===== src/ffs_pkg.sv =====
package ffs_pkg;

  localparam int unsigned TYPE_LENGTH   = 4;
  localparam int unsigned BITMAP_LENGTH = 12;
  localparam int unsigned ELEMENT_COUNT = 12;
  localparam int unsigned QUEUE_DEPTH   = 2;

  localparam int unsigned CharW    = 8;
  localparam int unsigned SectionW = 2;
  localparam int unsigned ElemW    = 4;
  localparam int unsigned PosW     = 5;

  localparam logic [CharW-1:0] CHAR_ONE = 8'h31;

  typedef enum logic [SectionW-1:0] {
    SEC_TYPE    = 2'd0,
    SEC_BITMAP  = 2'd1,
    SEC_DATA    = 2'd2,
    SEC_SURPLUS = 2'd3
  } section_e;

  typedef struct packed {
    logic [SectionW-1:0] section;
    logic [ElemW-1:0]    element_number;
    logic [CharW-1:0]    char_out;
    logic [PosW-1:0]     position;
    logic                last_of_element;
  } result_t;

  // fixed length of data element idx + 1
  function automatic logic [PosW-1:0] elem_len(input logic [ElemW-1:0] idx);
    logic [PosW-1:0] len;
    unique case (idx)
      4'd0:    len = 5'd8;
      4'd1:    len = 5'd19;
      4'd2:    len = 5'd6;
      4'd3:    len = 5'd16;
      4'd4:    len = 5'd16;
      4'd5:    len = 5'd16;
      4'd6:    len = 5'd10;
      4'd7:    len = 5'd12;
      4'd8:    len = 5'd8;
      4'd9:    len = 5'd8;
      4'd10:   len = 5'd12;
      4'd11:   len = 5'd14;
      default: len = 5'd1;
    endcase
    return len;
  endfunction

endpackage


===== src/ffs_in_if.sv =====
interface ffs_in_if import ffs_pkg::*; ();
  logic             valid;
  logic             ready;
  logic [CharW-1:0] char_in;
  logic             message_start;

  modport source(output valid, output char_in, output message_start, input ready);
  modport sink(input valid, input char_in, input message_start, output ready);
endinterface


===== src/ffs_out_if.sv =====
interface ffs_out_if import ffs_pkg::*; ();
  logic                valid;
  logic                ready;
  logic [SectionW-1:0] section;
  logic [ElemW-1:0]    element_number;
  logic [CharW-1:0]    char_out;
  logic [PosW-1:0]     position;
  logic                last_of_element;

  modport source(output valid, output section, output element_number, output char_out,
                 output position, output last_of_element, input ready);
  modport sink(input valid, input section, input element_number, input char_out,
               input position, input last_of_element, output ready);
endinterface


===== src/ffs_front.sv =====
module ffs_front import ffs_pkg::*; #(
  parameter int unsigned TypeLength = TYPE_LENGTH
) (
  input  logic          clk_i,
  input  logic          rst_ni,
  ffs_in_if.sink        in_i,
  output logic          push_valid_o,
  input  logic          push_ready_i,
  output result_t       push_data_o
);

  typedef enum logic [3:0] {
    ST_TYPE    = 4'b0001,
    ST_BITMAP  = 4'b0010,
    ST_DATA    = 4'b0100,
    ST_SURPLUS = 4'b1000
  } state_e;

  state_e                   state_q, state_d;
  logic [PosW-1:0]          offset_q, offset_d;
  logic [BITMAP_LENGTH-1:0] bits_q, bits_d;
  logic [ElemW-1:0]         elem_q, elem_d;

  state_e                   eff_state;
  logic [PosW-1:0]          eff_off;
  logic [BITMAP_LENGTH-1:0] eff_bits;
  logic [ElemW-1:0]         eff_elem;
  logic [ElemW-1:0]         search_from;
  logic [BITMAP_LENGTH-1:0] avail;
  logic                     found;
  logic [ElemW-1:0]         found_idx;
  logic [PosW:0]            off_inc;
  logic                     accept;

  assign accept       = in_i.valid && push_ready_i;
  assign in_i.ready   = push_ready_i;
  assign push_valid_o = in_i.valid;
  assign off_inc      = {1'b0, eff_off} + (PosW+1)'(1);

  always_comb begin
    eff_state = in_i.message_start ? ST_TYPE : state_q;
    eff_off   = in_i.message_start ? '0 : offset_q;
    eff_bits  = in_i.message_start ? '0 : bits_q;
    eff_elem  = in_i.message_start ? '0 : elem_q;
    if (eff_state == ST_DATA &&
        (eff_elem == '0 || eff_elem > ElemW'(ELEMENT_COUNT))) begin
      eff_state = ST_SURPLUS;
      eff_elem  = '0;
      eff_off   = '0;
    end

    bits_d = eff_bits;
    if (eff_state == ST_BITMAP && eff_off < PosW'(BITMAP_LENGTH) &&
        in_i.char_in == CHAR_ONE) begin
      bits_d[eff_off[ElemW-1:0]] = 1'b1;
    end

    // lowest present element at or above the search start
    search_from = (eff_state == ST_BITMAP) ? '0 : eff_elem;
    for (int i = 0; i < BITMAP_LENGTH; i++) begin
      avail[i] = bits_d[i] && (ElemW'(i) >= search_from);
    end
    found     = 1'b0;
    found_idx = '0;
    for (int i = BITMAP_LENGTH - 1; i >= 0; i--) begin
      if (avail[i]) begin
        found     = 1'b1;
        found_idx = ElemW'(i);
      end
    end

    state_d  = eff_state;
    offset_d = eff_off;
    elem_d   = eff_elem;

    push_data_o.section         = SEC_SURPLUS;
    push_data_o.element_number  = '0;
    push_data_o.char_out        = in_i.char_in;
    push_data_o.position        = '0;
    push_data_o.last_of_element = 1'b0;

    unique case (eff_state)
      ST_TYPE: begin
        push_data_o.section  = SEC_TYPE;
        push_data_o.position = eff_off;
        if (off_inc >= (PosW+1)'(TypeLength)) begin
          push_data_o.last_of_element = 1'b1;
          state_d  = ST_BITMAP;
          offset_d = '0;
        end else begin
          offset_d = off_inc[PosW-1:0];
        end
      end
      ST_BITMAP: begin
        push_data_o.section  = SEC_BITMAP;
        push_data_o.position = eff_off;
        if (off_inc >= (PosW+1)'(BITMAP_LENGTH)) begin
          push_data_o.last_of_element = 1'b1;
          offset_d = '0;
          state_d  = found ? ST_DATA : ST_SURPLUS;
          elem_d   = found ? found_idx + ElemW'(1) : '0;
        end else begin
          offset_d = off_inc[PosW-1:0];
        end
      end
      ST_DATA: begin
        push_data_o.section        = SEC_DATA;
        push_data_o.element_number = eff_elem;
        push_data_o.position       = eff_off;
        if (off_inc >= {1'b0, elem_len(eff_elem - ElemW'(1))}) begin
          push_data_o.last_of_element = 1'b1;
          offset_d = '0;
          state_d  = found ? ST_DATA : ST_SURPLUS;
          elem_d   = found ? found_idx + ElemW'(1) : '0;
        end else begin
          offset_d = off_inc[PosW-1:0];
        end
      end
      ST_SURPLUS: begin
        push_data_o.section = SEC_SURPLUS;
      end
      default: begin
        push_data_o.section = SEC_SURPLUS;
      end
    endcase
  end

  always_ff @(posedge clk_i or negedge rst_ni) begin
    if (!rst_ni) begin
      state_q  <= ST_SURPLUS;
      offset_q <= '0;
      bits_q   <= '0;
      elem_q   <= '0;
    end else if (accept) begin
      state_q  <= state_d;
      offset_q <= offset_d;
      bits_q   <= bits_d;
      elem_q   <= elem_d;
    end
  end

  a_start_is_type: assert property (@(posedge clk_i) disable iff (!rst_ni)
    accept && in_i.message_start |->
      push_data_o.section == SEC_TYPE && push_data_o.position == '0)
    else $error("start beat not tagged as type position 0");

  a_surplus_clean: assert property (@(posedge clk_i) disable iff (!rst_ni)
    accept && push_data_o.section == SEC_SURPLUS |->
      !push_data_o.last_of_element && push_data_o.position == '0 &&
      push_data_o.element_number == '0)
    else $error("surplus beat carries element info");

  a_data_elem_range: assert property (@(posedge clk_i) disable iff (!rst_ni)
    accept && push_data_o.section == SEC_DATA |->
      push_data_o.element_number != '0 &&
      push_data_o.element_number <= ElemW'(ELEMENT_COUNT))
    else $error("data beat with element number out of range");

endmodule


===== src/ffs_queue.sv =====
module ffs_queue import ffs_pkg::*; #(
  parameter int unsigned Depth = QUEUE_DEPTH
) (
  input  logic      clk_i,
  input  logic      rst_ni,
  input  logic      push_valid_i,
  output logic      push_ready_o,
  input  result_t   push_data_i,
  ffs_out_if.source out_o
);

  localparam int unsigned PtrW = (Depth > 1) ? $clog2(Depth) : 1;
  localparam int unsigned CntW = $clog2(Depth + 1);

  result_t         mem_q [Depth];
  logic [PtrW-1:0] wr_ptr_q, rd_ptr_q;
  logic [CntW-1:0] count_q;
  logic            push, pop;
  result_t         head;

  assign push_ready_o = count_q != CntW'(Depth);
  assign push         = push_valid_i && push_ready_o;
  assign pop          = out_o.valid && out_o.ready;
  assign head         = mem_q[rd_ptr_q];

  assign out_o.valid           = count_q != '0;
  assign out_o.section         = head.section;
  assign out_o.element_number  = head.element_number;
  assign out_o.char_out        = head.char_out;
  assign out_o.position        = head.position;
  assign out_o.last_of_element = head.last_of_element;

  always_ff @(posedge clk_i) begin
    if (push) begin
      mem_q[wr_ptr_q] <= push_data_i;
    end
  end

  always_ff @(posedge clk_i or negedge rst_ni) begin
    if (!rst_ni) begin
      wr_ptr_q <= '0;
      rd_ptr_q <= '0;
      count_q  <= '0;
    end else begin
      if (push) begin
        wr_ptr_q <= (wr_ptr_q == PtrW'(Depth - 1)) ? '0 : wr_ptr_q + PtrW'(1);
      end
      if (pop) begin
        rd_ptr_q <= (rd_ptr_q == PtrW'(Depth - 1)) ? '0 : rd_ptr_q + PtrW'(1);
      end
      if (push && !pop) begin
        count_q <= count_q + CntW'(1);
      end else if (pop && !push) begin
        count_q <= count_q - CntW'(1);
      end
    end
  end

  a_count_bound: assert property (@(posedge clk_i) disable iff (!rst_ni)
    count_q <= CntW'(Depth))
    else $error("queue count above depth");

  a_push_shows: assert property (@(posedge clk_i) disable iff (!rst_ni)
    push && count_q == '0 |=> out_o.valid && $past(push_data_i) == head)
    else $error("beat pushed into empty queue not presented");

  a_ptr_track: assert property (@(posedge clk_i) disable iff (!rst_ni)
    count_q == '0 || count_q == CntW'(Depth) |-> wr_ptr_q == rd_ptr_q)
    else $error("queue pointers disagree with count");

endmodule


===== src/iso8583_fixed_field_splitter_core.sv =====
// an accepted character beat is written into the result queue and is presented on the output from there
// throughput: one character per cycle while the result queue has room, set by the combinational parse step in the front
// a two-entry result queue lets the input keep flowing while the output is stalled, until the queue is full
// reset: asynchronous active low; surplus section, empty bitmap and empty queue
module iso8583_fixed_field_splitter_core import ffs_pkg::*; #(
  parameter int unsigned TypeLength = TYPE_LENGTH,
  parameter int unsigned QueueDepth = QUEUE_DEPTH
) (
  input  logic      clk_i,
  input  logic      rst_ni,
  ffs_in_if.sink    in_i,
  ffs_out_if.source out_o
);

  logic    push_valid;
  logic    push_ready;
  result_t push_data;

  ffs_front #(
    .TypeLength(TypeLength)
  ) u_front (
    .clk_i       (clk_i),
    .rst_ni      (rst_ni),
    .in_i        (in_i),
    .push_valid_o(push_valid),
    .push_ready_i(push_ready),
    .push_data_o (push_data)
  );

  ffs_queue #(
    .Depth(QueueDepth)
  ) u_queue (
    .clk_i       (clk_i),
    .rst_ni      (rst_ni),
    .push_valid_i(push_valid),
    .push_ready_o(push_ready),
    .push_data_i (push_data),
    .out_o       (out_o)
  );

endmodule

===== src/flat_wrapper.sv =====
// flat-port wrapper written by rule: the top's interface ports become plain ports
module iso8583_fixed_field_splitter_core_flat import ffs_pkg::*;
#(
  parameter int unsigned TypeLength = TYPE_LENGTH,
  parameter int unsigned QueueDepth = QUEUE_DEPTH
)
  (clk_i, rst_ni, in_i_valid, in_i_char_in, in_i_message_start, in_i_ready, out_o_valid, out_o_section, out_o_element_number, out_o_char_out, out_o_position, out_o_last_of_element, out_o_ready);
  ffs_in_if in_i_i ();
  ffs_out_if out_o_i ();
  input  logic clk_i;
  input  logic rst_ni;
  input wire logic [$bits(in_i_i.valid)-1:0] in_i_valid;
  input wire logic [$bits(in_i_i.char_in)-1:0] in_i_char_in;
  input wire logic [$bits(in_i_i.message_start)-1:0] in_i_message_start;
  output wire logic [$bits(in_i_i.ready)-1:0] in_i_ready;
  output wire logic [$bits(out_o_i.valid)-1:0] out_o_valid;
  output wire logic [$bits(out_o_i.section)-1:0] out_o_section;
  output wire logic [$bits(out_o_i.element_number)-1:0] out_o_element_number;
  output wire logic [$bits(out_o_i.char_out)-1:0] out_o_char_out;
  output wire logic [$bits(out_o_i.position)-1:0] out_o_position;
  output wire logic [$bits(out_o_i.last_of_element)-1:0] out_o_last_of_element;
  input wire logic [$bits(out_o_i.ready)-1:0] out_o_ready;
  assign in_i_i.valid = in_i_valid;
  assign in_i_i.char_in = in_i_char_in;
  assign in_i_i.message_start = in_i_message_start;
  assign in_i_ready = in_i_i.ready;
  assign out_o_valid = out_o_i.valid;
  assign out_o_section = out_o_i.section;
  assign out_o_element_number = out_o_i.element_number;
  assign out_o_char_out = out_o_i.char_out;
  assign out_o_position = out_o_i.position;
  assign out_o_last_of_element = out_o_i.last_of_element;
  assign out_o_i.ready = out_o_ready;
  iso8583_fixed_field_splitter_core #(.TypeLength(TypeLength), .QueueDepth(QueueDepth)) u_core (.clk_i(clk_i), .rst_ni(rst_ni), .in_i(in_i_i), .out_o(out_o_i));
endmodule

===== config.mk =====
export PLATFORM = sky130hd
export DESIGN_NAME = iso8583_fixed_field_splitter_core_flat
export DESIGN_NICKNAME = d
export VERILOG_FILES = /design/src/ffs_pkg.sv /design/src/ffs_in_if.sv /design/src/ffs_out_if.sv /design/src/ffs_front.sv /design/src/ffs_queue.sv /design/src/iso8583_fixed_field_splitter_core.sv /design/src/flat_wrapper.sv
export SDC_FILE = /design/constraint.sdc
export NUM_CORES = 1
export LEC_CHECK = 0
export BUFFER_PORTS_ARGS = -buffer_cell sky130_fd_sc_hd__buf_4
export CAP_MARGIN = 20
export CORE_MARGIN = 10
export CORE_UTILIZATION = 50
export CTS_CLUSTER_DIAMETER = 80
export CTS_CLUSTER_SIZE = 14
export DETAILED_ROUTE_END_ITERATION = 8
export GPL_ROUTABILITY_DRIVEN = 0
export HOLD_SLACK_MARGIN = 0.06
export PLACE_DENSITY = 0.7
export SKIP_LAST_GASP = 1
export SYNTH_ARGS = -nofsm -noshare
export SYNTH_HDL_FRONTEND = slang
export SYNTH_SLANG_ARGS = --single-unit

===== constraint.sdc =====
create_clock -name clk_i -period 6.1 [get_ports clk_i]
set_input_delay 0.61 -clock clk_i [delete_from_list [all_inputs] [get_ports clk_i]]
set_output_delay 0.61 -clock clk_i [all_outputs]
set_load 0.01 [all_outputs]

==> flow_summary.yaml, run 1 <==
floorplanning:
  io_pins: 35
  die_x_um: 111.2
  die_h_um: 111.2
  dieArea_sq_um: 12380
  start_util: 0.5092
  row_count: 33
  core_sq_um: 8175
pwr:
  p_per_area_nw_per_um2: 319.8
  irDropWorstVdd_v: 0.0001417
  clkPwrFrac: 0.236
  power.internal_uw: 982.7
  seq_power_share: 0.444
  swShare: 0.3369
  p_sw_uw: 499.4
  power_leakage_nw: 1.852
  power_frac_comb: 0.321
flow_run:
  maxCapViolCount: 0
synthesis:
  synth_edf_count: 40
  ys.flop_type: "edfxtp_1"
  ys_seq_area_frac: 0.4632
  synth.net_count: 406
  synth_cell_types: 74
  postSynthAreaPerCell_sq_um: 11.04
  ys_async_sr_fraction: 0.4203
  synth_cells: 377
  synth_area_sq_um: 4163
  yosysWarningCount: 0
  ys_ff_latch: 69
cts:
  cts_buffers: 9
  cts_resized: 0
  clock_latency_ns: 0.36
  cts.clk_slew.worst_paths_ns: 0.08
  clockBufferDepth: 2
  cts_tree: "yes"
  post_cts_buffers: 0
  cts.htree.levels: 3
  ctsRootBufferMaster: "clkbuf_8"
  cts_sinks: 69
  ctsHoldBuffers: 0
sta:
  final_hold_viol_count: 0
  hold_slack_ns: 0.1643
  rsz0062_at_grt: "no"
  min_period_over_period: 0.7981
  finalSetupViolCount: 0
  skew_ns: 0.01661
  slew_headroom: 0.3162
  drv_slew: 0
  tns_ns: 0
  max_clock_freq_ghz: 0.2054
  tightest_slew_ns: 1.025
  period_minus_slack_ns: 4.869
  setup_slack_ns: 1.231
run_status:
  outcome: "finished, final reports clean"
critical_path:
  critPathKind: "flip-flop to flip-flop"
  crit_chain: "or4_4 > a2111oi_4 > nor2_1 > nand2_1 > ha_1 > ha_1 > mux2i_1 > ha_1 > nand2b_1 > a21o_1 > a21o_1 > a21o_1 > a221o_1 > a21oi_4 > nor2_1 > a221o_1"
  arrival_ns: 5.12
  r2r_slack_ns: 1.23
  critical_path.max_fanout: 17
  path_delay_family: "compound AO/OA/AOI/OAI gates"
  cpMaxStageDelayCell: "dfrtp_1"
  critPathLaunchType: "flip-flop"
  cp.required_ns: 6.35
  r2r_end: "u_core.u_front.elem_q[2]"
  cp_num_buf_inv: 0
  endpoint_kind: "flip-flop"
  r2r-start: "u_core.u_front.elem_q[2]"
  reg2reg_depth: 16
  critPathMaxStageDelay_ns: 0.71
grt:
  grt-ovfl-total: 0
  grt_usage: 0.1579
  grt_pass1_wl_um: 16200
  grt_max_degree: 31
  antenna_found_initial: 0
  grt_pass1_vias: 3184
drt:
  vias: 3160
  vias_per_cell: 6.196
  wl_per_cell_um: 19.44
  drt-total-wl_um: 9914
  drcViolationCount: 0
  drtPass1Iterations: 5
  ant_nets: 0
  drt_first_iter_violations: 253
finish:
  fin_nets: 429
  final_cells: 510
  areaGrowthSynthToFinish_pct: 11.33
  drive_above_1_share: 0.2543
  diodes: 0
  final_core_util: 0.5669
  fill_cells: 694
placed_design:
  numPortBuffers: 34
  dpl.hpwl_um: 7117
  place_ws_ns: 1.124
  placed_cells: 494
min_path:
  hold_class: "input pin to async pin"
[stage by stage]
stage / power (mW) / cell area, sq um
after detailed placement: 1.150 / 4449
final: 1.482 / 4634
after floorplan: 0.9525 / 4163
after global placement: 1.133 / 4449
after CTS: 1.497 / 4634
after global routing: 1.560 / 4634
[final cells by class]
type | count | area, sq um | share of cell area
sequential | 69 | 1928 | 0.4160
clock buffer | 10 | 137.6 | 0.02970
tap | 105 | 131.4 | 0.02835
timing repair buffer | 35 | 262.8 | 0.05670
clock inverter | 6 | 47.55 | 0.01026
inverter | 11 | 41.29 | 0.008909
multi-input combinational | 274 | 2086 | 0.4501
[worst max path at each step]
stage | from | endpoint | slack (ns) | cells after the start
after global placement | in_i_message_start | u_core.u_front.elem_q[2] | 1.30 | 17
after floorplan | u_core.u_front.elem_q[2] | u_core.u_front.elem_q[2] | 1.42 | 20
after global routing | u_core.u_front.elem_q[1] | u_core.u_front.elem_q[2] | 0.91 | 16
after detailed placement | in_i_message_start | u_core.u_front.elem_q[2] | 1.12 | 17
after CTS | u_core.u_front.elem_q[1] | u_core.u_front.elem_q[2] | 1.25 | 16
final | u_core.u_front.elem_q[2] | u_core.u_front.elem_q[2] | 1.23 | 16
[routing by layer]
metal / vias up / GRT usage / share of wire / routed length, um
met1: 1550 / 0.1930 / 0.44 / 4401
met5: - / 0 / 0 / 0
met3: 16 / 0.03355 / 0.053 / 527
met4: 0 / 0.06341 / 0.019 / 189
met2: 115 / 0.2638 / 0.48 / 4796
li1: 1479 / - / - / -
[state kept, by name (all words and copies together), names as in the netlist]
register,flops
u_core.u_front.bits_q,12
u_core.u_front.offset_q,5
u_core.u_queue.count_q,2
u_core.u_front.state_q,4
u_core.u_queue.mem_q,40
u_core.u_front.elem_q,4
u_core.u_queue.wr_ptr_q,1
u_core.u_queue.rd_ptr_q,1
[cell usage after synthesis (9+ instances only)]
library cell	number	share of area
clkbuf_1	18	0.016
mux2_2	20	0.054
edfxtp_1	40	0.29
a21oi_1	14	0.017
nand2b_1	10	0.015
ha_1	16	0.048
nand2_1	19	0.017
nor2b_1	9	0.014
nor3_1	11	0.013
a22o_1	16	0.034
inv_1	11	0.0099
nor2_1	29	0.026
dfrtp_1	28	0.17
o21ai_0	12	0.014
[power groups by stage]
stage,clock (mW),combinational [mW],sequential [mW]
floorplan,0,0.321,0.632
global placement,0,0.469,0.665
detailed placement,0,0.481,0.669
CTS,0.354,0.483,0.660
global route,0.373,0.517,0.670
finish,0.350,0.475,0.657
[worst register-to-register path, cell delays in order, from the launching register on]
cell and delay, ns:
dfrtp_1 0.71, or4_4 0.29, a2111oi_4 0.08, nor2_1 0.57, nand2_1 0.27, ha_1 0.28, ha_1 0.42, mux2i_1 0.21
ha_1 0.25, nand2b_1 0.14, a21o_1 0.17, a21o_1 0.16, a21o_1 0.19, a221o_1 0.35, a21oi_4 0.22, nor2_1 0.10
a221o_1 0.34
[cell families after synthesis]
group,synth area share
DFF,0.4632
buffers and inverters,0.03637
adders and majority gates,0.04809
muxes,0.06132
AOI/OAI and AO/OA,0.2071
and+or+nand+nor,0.1650
xor gates and xnor gates,0.01894
[cells in the final DEF, fill, tap and decap left out, drive strengths merged, types with 6 or more instances in the layout]
master  synthesis  routed
nor2b           9       9
clkbuf         18      10
mux2           20      20
o211ai          8       8
ha             16      16
xor2            6       6
o21ai          16      16
edfxtp         40      40
inv            11      12
nor3           13      13
a22o           17      17
buf             5      35
and3            6       6
nand2b         10      10
nand2          19      19
and2            8       8
nor2           29      29
nand3           6       6
a21oi          15      15
dfrtp          28      28
No activity file was read; power rests on OpenSTA's default activity.
==> run 2, diff against run 1 <==
clock period = 4.84 ns   (was 6.1 ns; I/O delays follow)
==> run 2 against run 1 <==
- largest cell class unchanged
- global-route usage increased by 0.27 points
- sequential cell count unchanged
- maximum frequency increased by 7.6%
- largest power group unchanged
- setup slack got worse by 0.92 ns
==> flow_summary.yaml, run 2 (synthesized netlist as in run 1, its figures left out) <==
run_status:
  outcome: "finished, final reports clean"
floorplanning:
  row_count: 33
  io_pins: 35
  die_h_um: 111.2
  die_x_um: 111.2
  start_util: 0.5092
  core_sq_um: 8175
  dieArea_sq_um: 12380
flow_run:
  maxCapViolCount: 0
critical_path:
  endpoint_kind: "flip-flop"
  critPathLaunchType: "flip-flop"
  critPathMaxStageDelay_ns: 0.59
  critPathKind: "flip-flop to flip-flop"
  reg2reg_depth: 16
  arrival_ns: 4.80
  r2r_slack_ns: 0.31
  critical_path.max_fanout: 7
  r2r-start: "u_core.u_front.elem_q[0]"
  r2r_end: "u_core.u_front.elem_q[2]"
  cpMaxStageDelayCell: "or4_4"
  crit_chain: "or4_4 > a2111oi_4 > nor2_1 > nand2_1 > ha_1 > ha_1 > mux2i_1 > ha_1 > nand2b_1 > a21o_1 > a21o_1 > a21o_1 > a221oi_1 > o22ai_1 > o21ai_1 > a221o_1"
  cp.required_ns: 5.12
grt:
  grt-ovfl-total: 0
  grt_usage: 0.1607
  grt_pass1_wl_um: 16630
  antenna_found_initial: 0
  grt_max_degree: 30
  grt_pass1_vias: 3259
cts:
  clockBufferDepth: 2
  cts_sinks: 69
  clock_latency_ns: 0.34
  cts_resized: 0
  ctsRootBufferMaster: "clkbuf_8"
  cts_buffers: 9
  ctsHoldBuffers: 0
  post_cts_buffers: 0
  cts.clk_slew.worst_paths_ns: 0.08
  cts_tree: "yes"
  cts.htree.levels: 3
pwr:
  power_leakage_nw: 1.931
  p_total_mw: 1.945
  p_per_area_nw_per_um2: 410.3
  irDropWorstVdd_v: 0.0001810
finish:
  fin_nets: 438
  fill_cells: 683
  areaGrowthSynthToFinish_pct: 13.86
  final_cells: 519
  largest_reg_flops: 40
  multi_input_area_sq_um: 2086
  fin_area_sq_um: 4740
  drive_above_1_share: 0.2681
  diodes: 0
  top_regs: "u_core.u_queue.mem_q x40, u_core.u_front.bits_q x12, u_core.u_front.offset_q x5"
  top_register: "u_core.u_queue.mem_q"
  layout_common_cells: "43 x buf_4, 40 x edfxtp_1, 28 x nor2_1, 28 x dfrtp_1, 20 x mux2_2"
  seq_area_sq_um: 1928
  final_core_util: 0.5797
  layout_commonest_cell: "buf_4"
sta:
  final_hold_viol_count: 0
  tns_ns: 0
  skew_ns: 0.008215
  drv_slew: 0
  rsz0062_at_grt: "no"
  slew_headroom: 0.3855
  tightest_slew_ns: 0.9217
  max_clock_freq_ghz: 0.2209
  finalSetupViolCount: 0
  min_period_over_period: 0.9353
  period_minus_slack_ns: 4.527
drt:
  drt_first_iter_violations: 226
  ant_nets: 0
  drt-total-wl_um: 9871
  drcViolationCount: 0
  vias: 3147
  vias_per_cell: 6.064
  wl_per_cell_um: 19.02
  drtPass1Iterations: 5
placed_design:
  placed_cells: 502
  numPortBuffers: 34
  dpl.hpwl_um: 7154
  postPlaceCellArea_sq_um: 4509
min_path:
  hold_class: "input pin to async pin"
## run 2: layout make-up
class / instances / area share
inverter: 11 / 0.008712
timing repair buffer: 44 / 0.07128
clock buffer: 10 / 0.02693
tap: 105 / 0.02772
clock inverter: 6 / 0.01848
multi-input combinational: 274 / 0.4401
sequential: 69 / 0.4068
## run 2: per-stage QoR
stage / hold slack, ns / worst slack (ns)
after CTS: 0.07496 / 0.3318
after detailed placement: 0.4433 / 0.3451
after global routing: 0.08300 / 0.05164
final: 0.06376 / 0.3133
after floorplan: 0.1884 / 0.1598
after global placement: 0.4419 / 0.5003
## run 2: where the power goes
part | internal [mW] | switching (mW)
clock network | 0.290 | 0.217
logic | 0.294 | 0.314
registers | 0.751 | 0.0788
total | 1.33 | 0.610
## run 2: routing by layer
metal	track usage	up-vias	routed length, um
li1	-	1499	-
met4	0.04370	0	166
met2	0.2704	101	4811
met5	0	-	0
met3	0.03734	20	505
met1	0.2007	1527	4387
## run 2: how the worst max path moves through the flow
stage / start / endpoint / slack, ns / cells past startpoint
2_1_floorplan: u_core.u_front.elem_q[2] / u_core.u_front.elem_q[2] / 0.16 / 20
3_3_place_gp: u_core.u_front.elem_q[0] / u_core.u_front.elem_q[2] / 0.50 / 16
3_5_place_dp: u_core.u_front.elem_q[0] / u_core.u_front.elem_q[2] / 0.35 / 16
4_1_cts: u_core.u_front.elem_q[0] / u_core.u_front.elem_q[2] / 0.33 / 16
5_1_grt: u_core.u_front.elem_q[0] / u_core.u_front.elem_q[2] / 0.05 / 16
6_report: u_core.u_front.elem_q[0] / u_core.u_front.elem_q[2] / 0.31 / 16
## run 2: worst max-delay path, delay by kind of cell (launching register included)
kind                     cells  cell delay [ns]
multiplexers                 1             0.22
adder cells (fa/ha/maj)      3             0.78
AO/OA/AOI/OAI                8             2.03
AND/OR/NAND/NOR              4             1.04
flip-flops                   1             0.38
==> run 3, diff against run 2 <==
ABC_AREA = 1   (was default)
==> run 3 against run 2 <==
- core utilization grew 0.89 points
- critical path depth grew 17
- wire length shrank 9.6%
- critical path type unchanged
==> flow_summary.yaml, run 3 <==
run_status:
  outcome: "finished, final reports clean"
drt:
  drt_first_iter_violations: 220
  wl_per_cell_um: 14.17
  vias_per_cell: 5.195
  drcViolationCount: 0
  ant_nets: 0
  drt-total-wl_um: 8925
  vias: 3273
  drtPass1Iterations: 5
cts:
  cts_buffers: 9
  cts.clk_slew.worst_paths_ns: 0.08
  clockBufferDepth: 2
  ctsRootBufferMaster: "clkbuf_8"
  cts.htree.levels: 3
  clock_latency_ns: 0.36
  cts_tree: "yes"
  cts_sinks: 69
critical_path:
  critPathMaxStageDelay_ns: 0.40
  cpMaxStageDelayCell: "dfrtp_1"
  critPathKind: "flip-flop to flip-flop"
  arrival_ns: 4.45
  critical_path.max_fanout: 9
  crit_top_cell: "nand2_1"
  critPathLaunchType: "flip-flop"
  cp.required_ns: 5.09
  endpoint_kind: "flip-flop"
pwr:
  power_leakage_nw: 2.143
  irDropWorstVdd_v: 0.0001961
  p_per_area_nw_per_um2: 584.9
  p_total_mw: 2.674
sta:
  tightest_slew_ns: 0.6869
  hold_slack_ns: 0.3219
  setup_slack_ns: 0.6356
  period_minus_slack_ns: 4.204
  min_period_over_period: 0.8687
  max_clock_freq_ghz: 0.2378
  finalSetupViolCount: 0
  final_hold_viol_count: 0
  drv_slew: 0
  rsz0062_at_grt: "no"
  slew_headroom: 0.5415
  skew_ns: 0.01404
  tns_ns: 0
finish:
  final_cells: 630
  top_register: "u_core.u_queue.mem_q"
  drive_above_1_share: 0.1799
  fin_nets: 552
  final_core_util: 0.5886
  diodes: 0
  multi_input_area_sq_um: 1800
  fill_cells: 673
  layout_commonest_cell: "nand2_1"
  top_regs: "u_core.u_queue.mem_q x40, u_core.u_front.bits_q x12, u_core.u_front.offset_q x5"
  areaGrowthSynthToFinish_pct: 13.73
  seq_area_sq_um: 1928
  layout_common_cells: "152 x nand2_1, 49 x inv_1, 46 x nor2_1"
  fin_area_sq_um: 4572
  largest_reg_flops: 40
synthesis:
  synth_cell_types: 44
  synth.net_count: 515
  yosysWarningCount: 0
  ys.flop_type: "edfxtp_1"
  postSynthAreaPerCell_sq_um: 8.272
  synth_edf_count: 40
  yosys-top-cells-count: "152 x nand2_1, 49 x inv_1, 46 x nor2_1, 40 x edfxtp_1, 28 x dfrtp_1"
  ys_ff_latch: 69
  synth.most_common_cell: "nand2_1"
  synth_cells: 486
  synth_area_sq_um: 4020
  synth_top_cell_area_share: 0.2988
  synth_top_cell_by_area: "edfxtp_1"
  ys_async_sr_fraction: 0.4203
  synth_area_leaders: "edfxtp_1 30%, dfrtp_1 17%, nand2_1 14%"
  ys_seq_area_frac: 0.4796
placed_design:
  numPortBuffers: 34
  postPlaceCellArea_sq_um: 4364
  placed_cells: 613
  dpl.hpwl_um: 6720
  place_ws_ns: 0.3965
flow_run:
  maxCapViolCount: 0
floorplanning:
  core_sq_um: 7767
  start_util: 0.5176
  die_x_um: 109.7
  row_count: 32
  die_h_um: 109.7
  dieArea_sq_um: 12030
  io_pins: 35
grt:
  grt-ovfl-total: 0
  antenna_found_initial: 0
  grt_usage: 0.1580
  grt_pass1_wl_um: 14970
  grt_max_degree: 49
  grt_pass1_vias: 3080
min_path:
  hold_class: "input pin to flip-flop"
run 3: cell count changes in the layout (fill, tap and decap cells not counted), moves of 10 or more:
| cell | delta |
|---|---|
| mux2_2 | -20 |
| nand3_1 | +18 |
| inv_2 | +10 |
| nand2_1 | +133 |
| inv_1 | +38 |
| nor2_1 | +18 |
| nand2_2 | +10 |
| a22o_1 | -16 |
| nand2b_1 | -10 |
run 3: critical path: cells and delay by family (launching register included):
kind            cells  cell delay [ns]
simple gates       17             1.90
compound gates      7             0.89
buf+inv             8             0.62
flops               1             0.40
fa+ha+maj           1             0.28
run 3: power by group:
part / internal (mW) / switching [mW] / leakage [nW]
Sequential: 0.831 / 0.129 / 0.735
Clock: 0.239 / 0.236 / 0.0899
Combinational: 0.458 / 0.780 / 1.32
run 3: layout make-up:
type                    instances  share of cell area
flip-flops and latches         69              0.4217
clock inverters                 7             0.01615
well taps                     102             0.02791
inverters                      60             0.05036
clock buffers                   9             0.02709
multi-input cells             345              0.3938
repair buffers                 38             0.06294
run 3: routing by layer:
layer  share of wire  wire, um  GRT usage  vias up
met3           0.068       610    0.04506       12
li1                -         -          -     1659
met5               0         0          0        -
met1            0.44      3948     0.1982     1496
met4           0.011       101    0.04368        0
met2            0.48      4265     0.2611      106
run 3: worst paths after layout:
check                                          start                         end  slack [ns]  depth (start not counted)
max reg2reg                u_core.u_front.state_q[0]    u_core.u_front.elem_q[1]        0.64                         33
max                        u_core.u_front.state_q[0]    u_core.u_front.elem_q[1]        0.64                         33
min reg2reg                u_core.u_queue.count_q[0]   u_core.u_queue.count_q[0]        0.48                          1
max in group asynchronous                     rst_ni   u_core.u_front.state_q[3]        3.94                          2
min in group asynchronous                     rst_ni    u_core.u_front.elem_q[3]        0.58                          2
min                                  in_i_char_in[2]  u_core.u_queue.mem_q[0][8]        0.32                          1
run 3: repair_timing:
item                                   CTS  global route
gates resized for setup                  0             0
setup buffers                            0             0
endpoints found under the hold margin   26             0
hold buffers                             1             0
run 3: logic make-up after synthesis:
kind of cell,Yosys count,share of synthesized area
buffers and inverters,72,0.07252
AND/OR/NAND/NOR,254,0.2779
AO/OA/AOI/OAI,70,0.1092
flip-flops,69,0.4796
adder cells (fa/ha/maj),16,0.04980
XOR/XNOR,5,0.01089
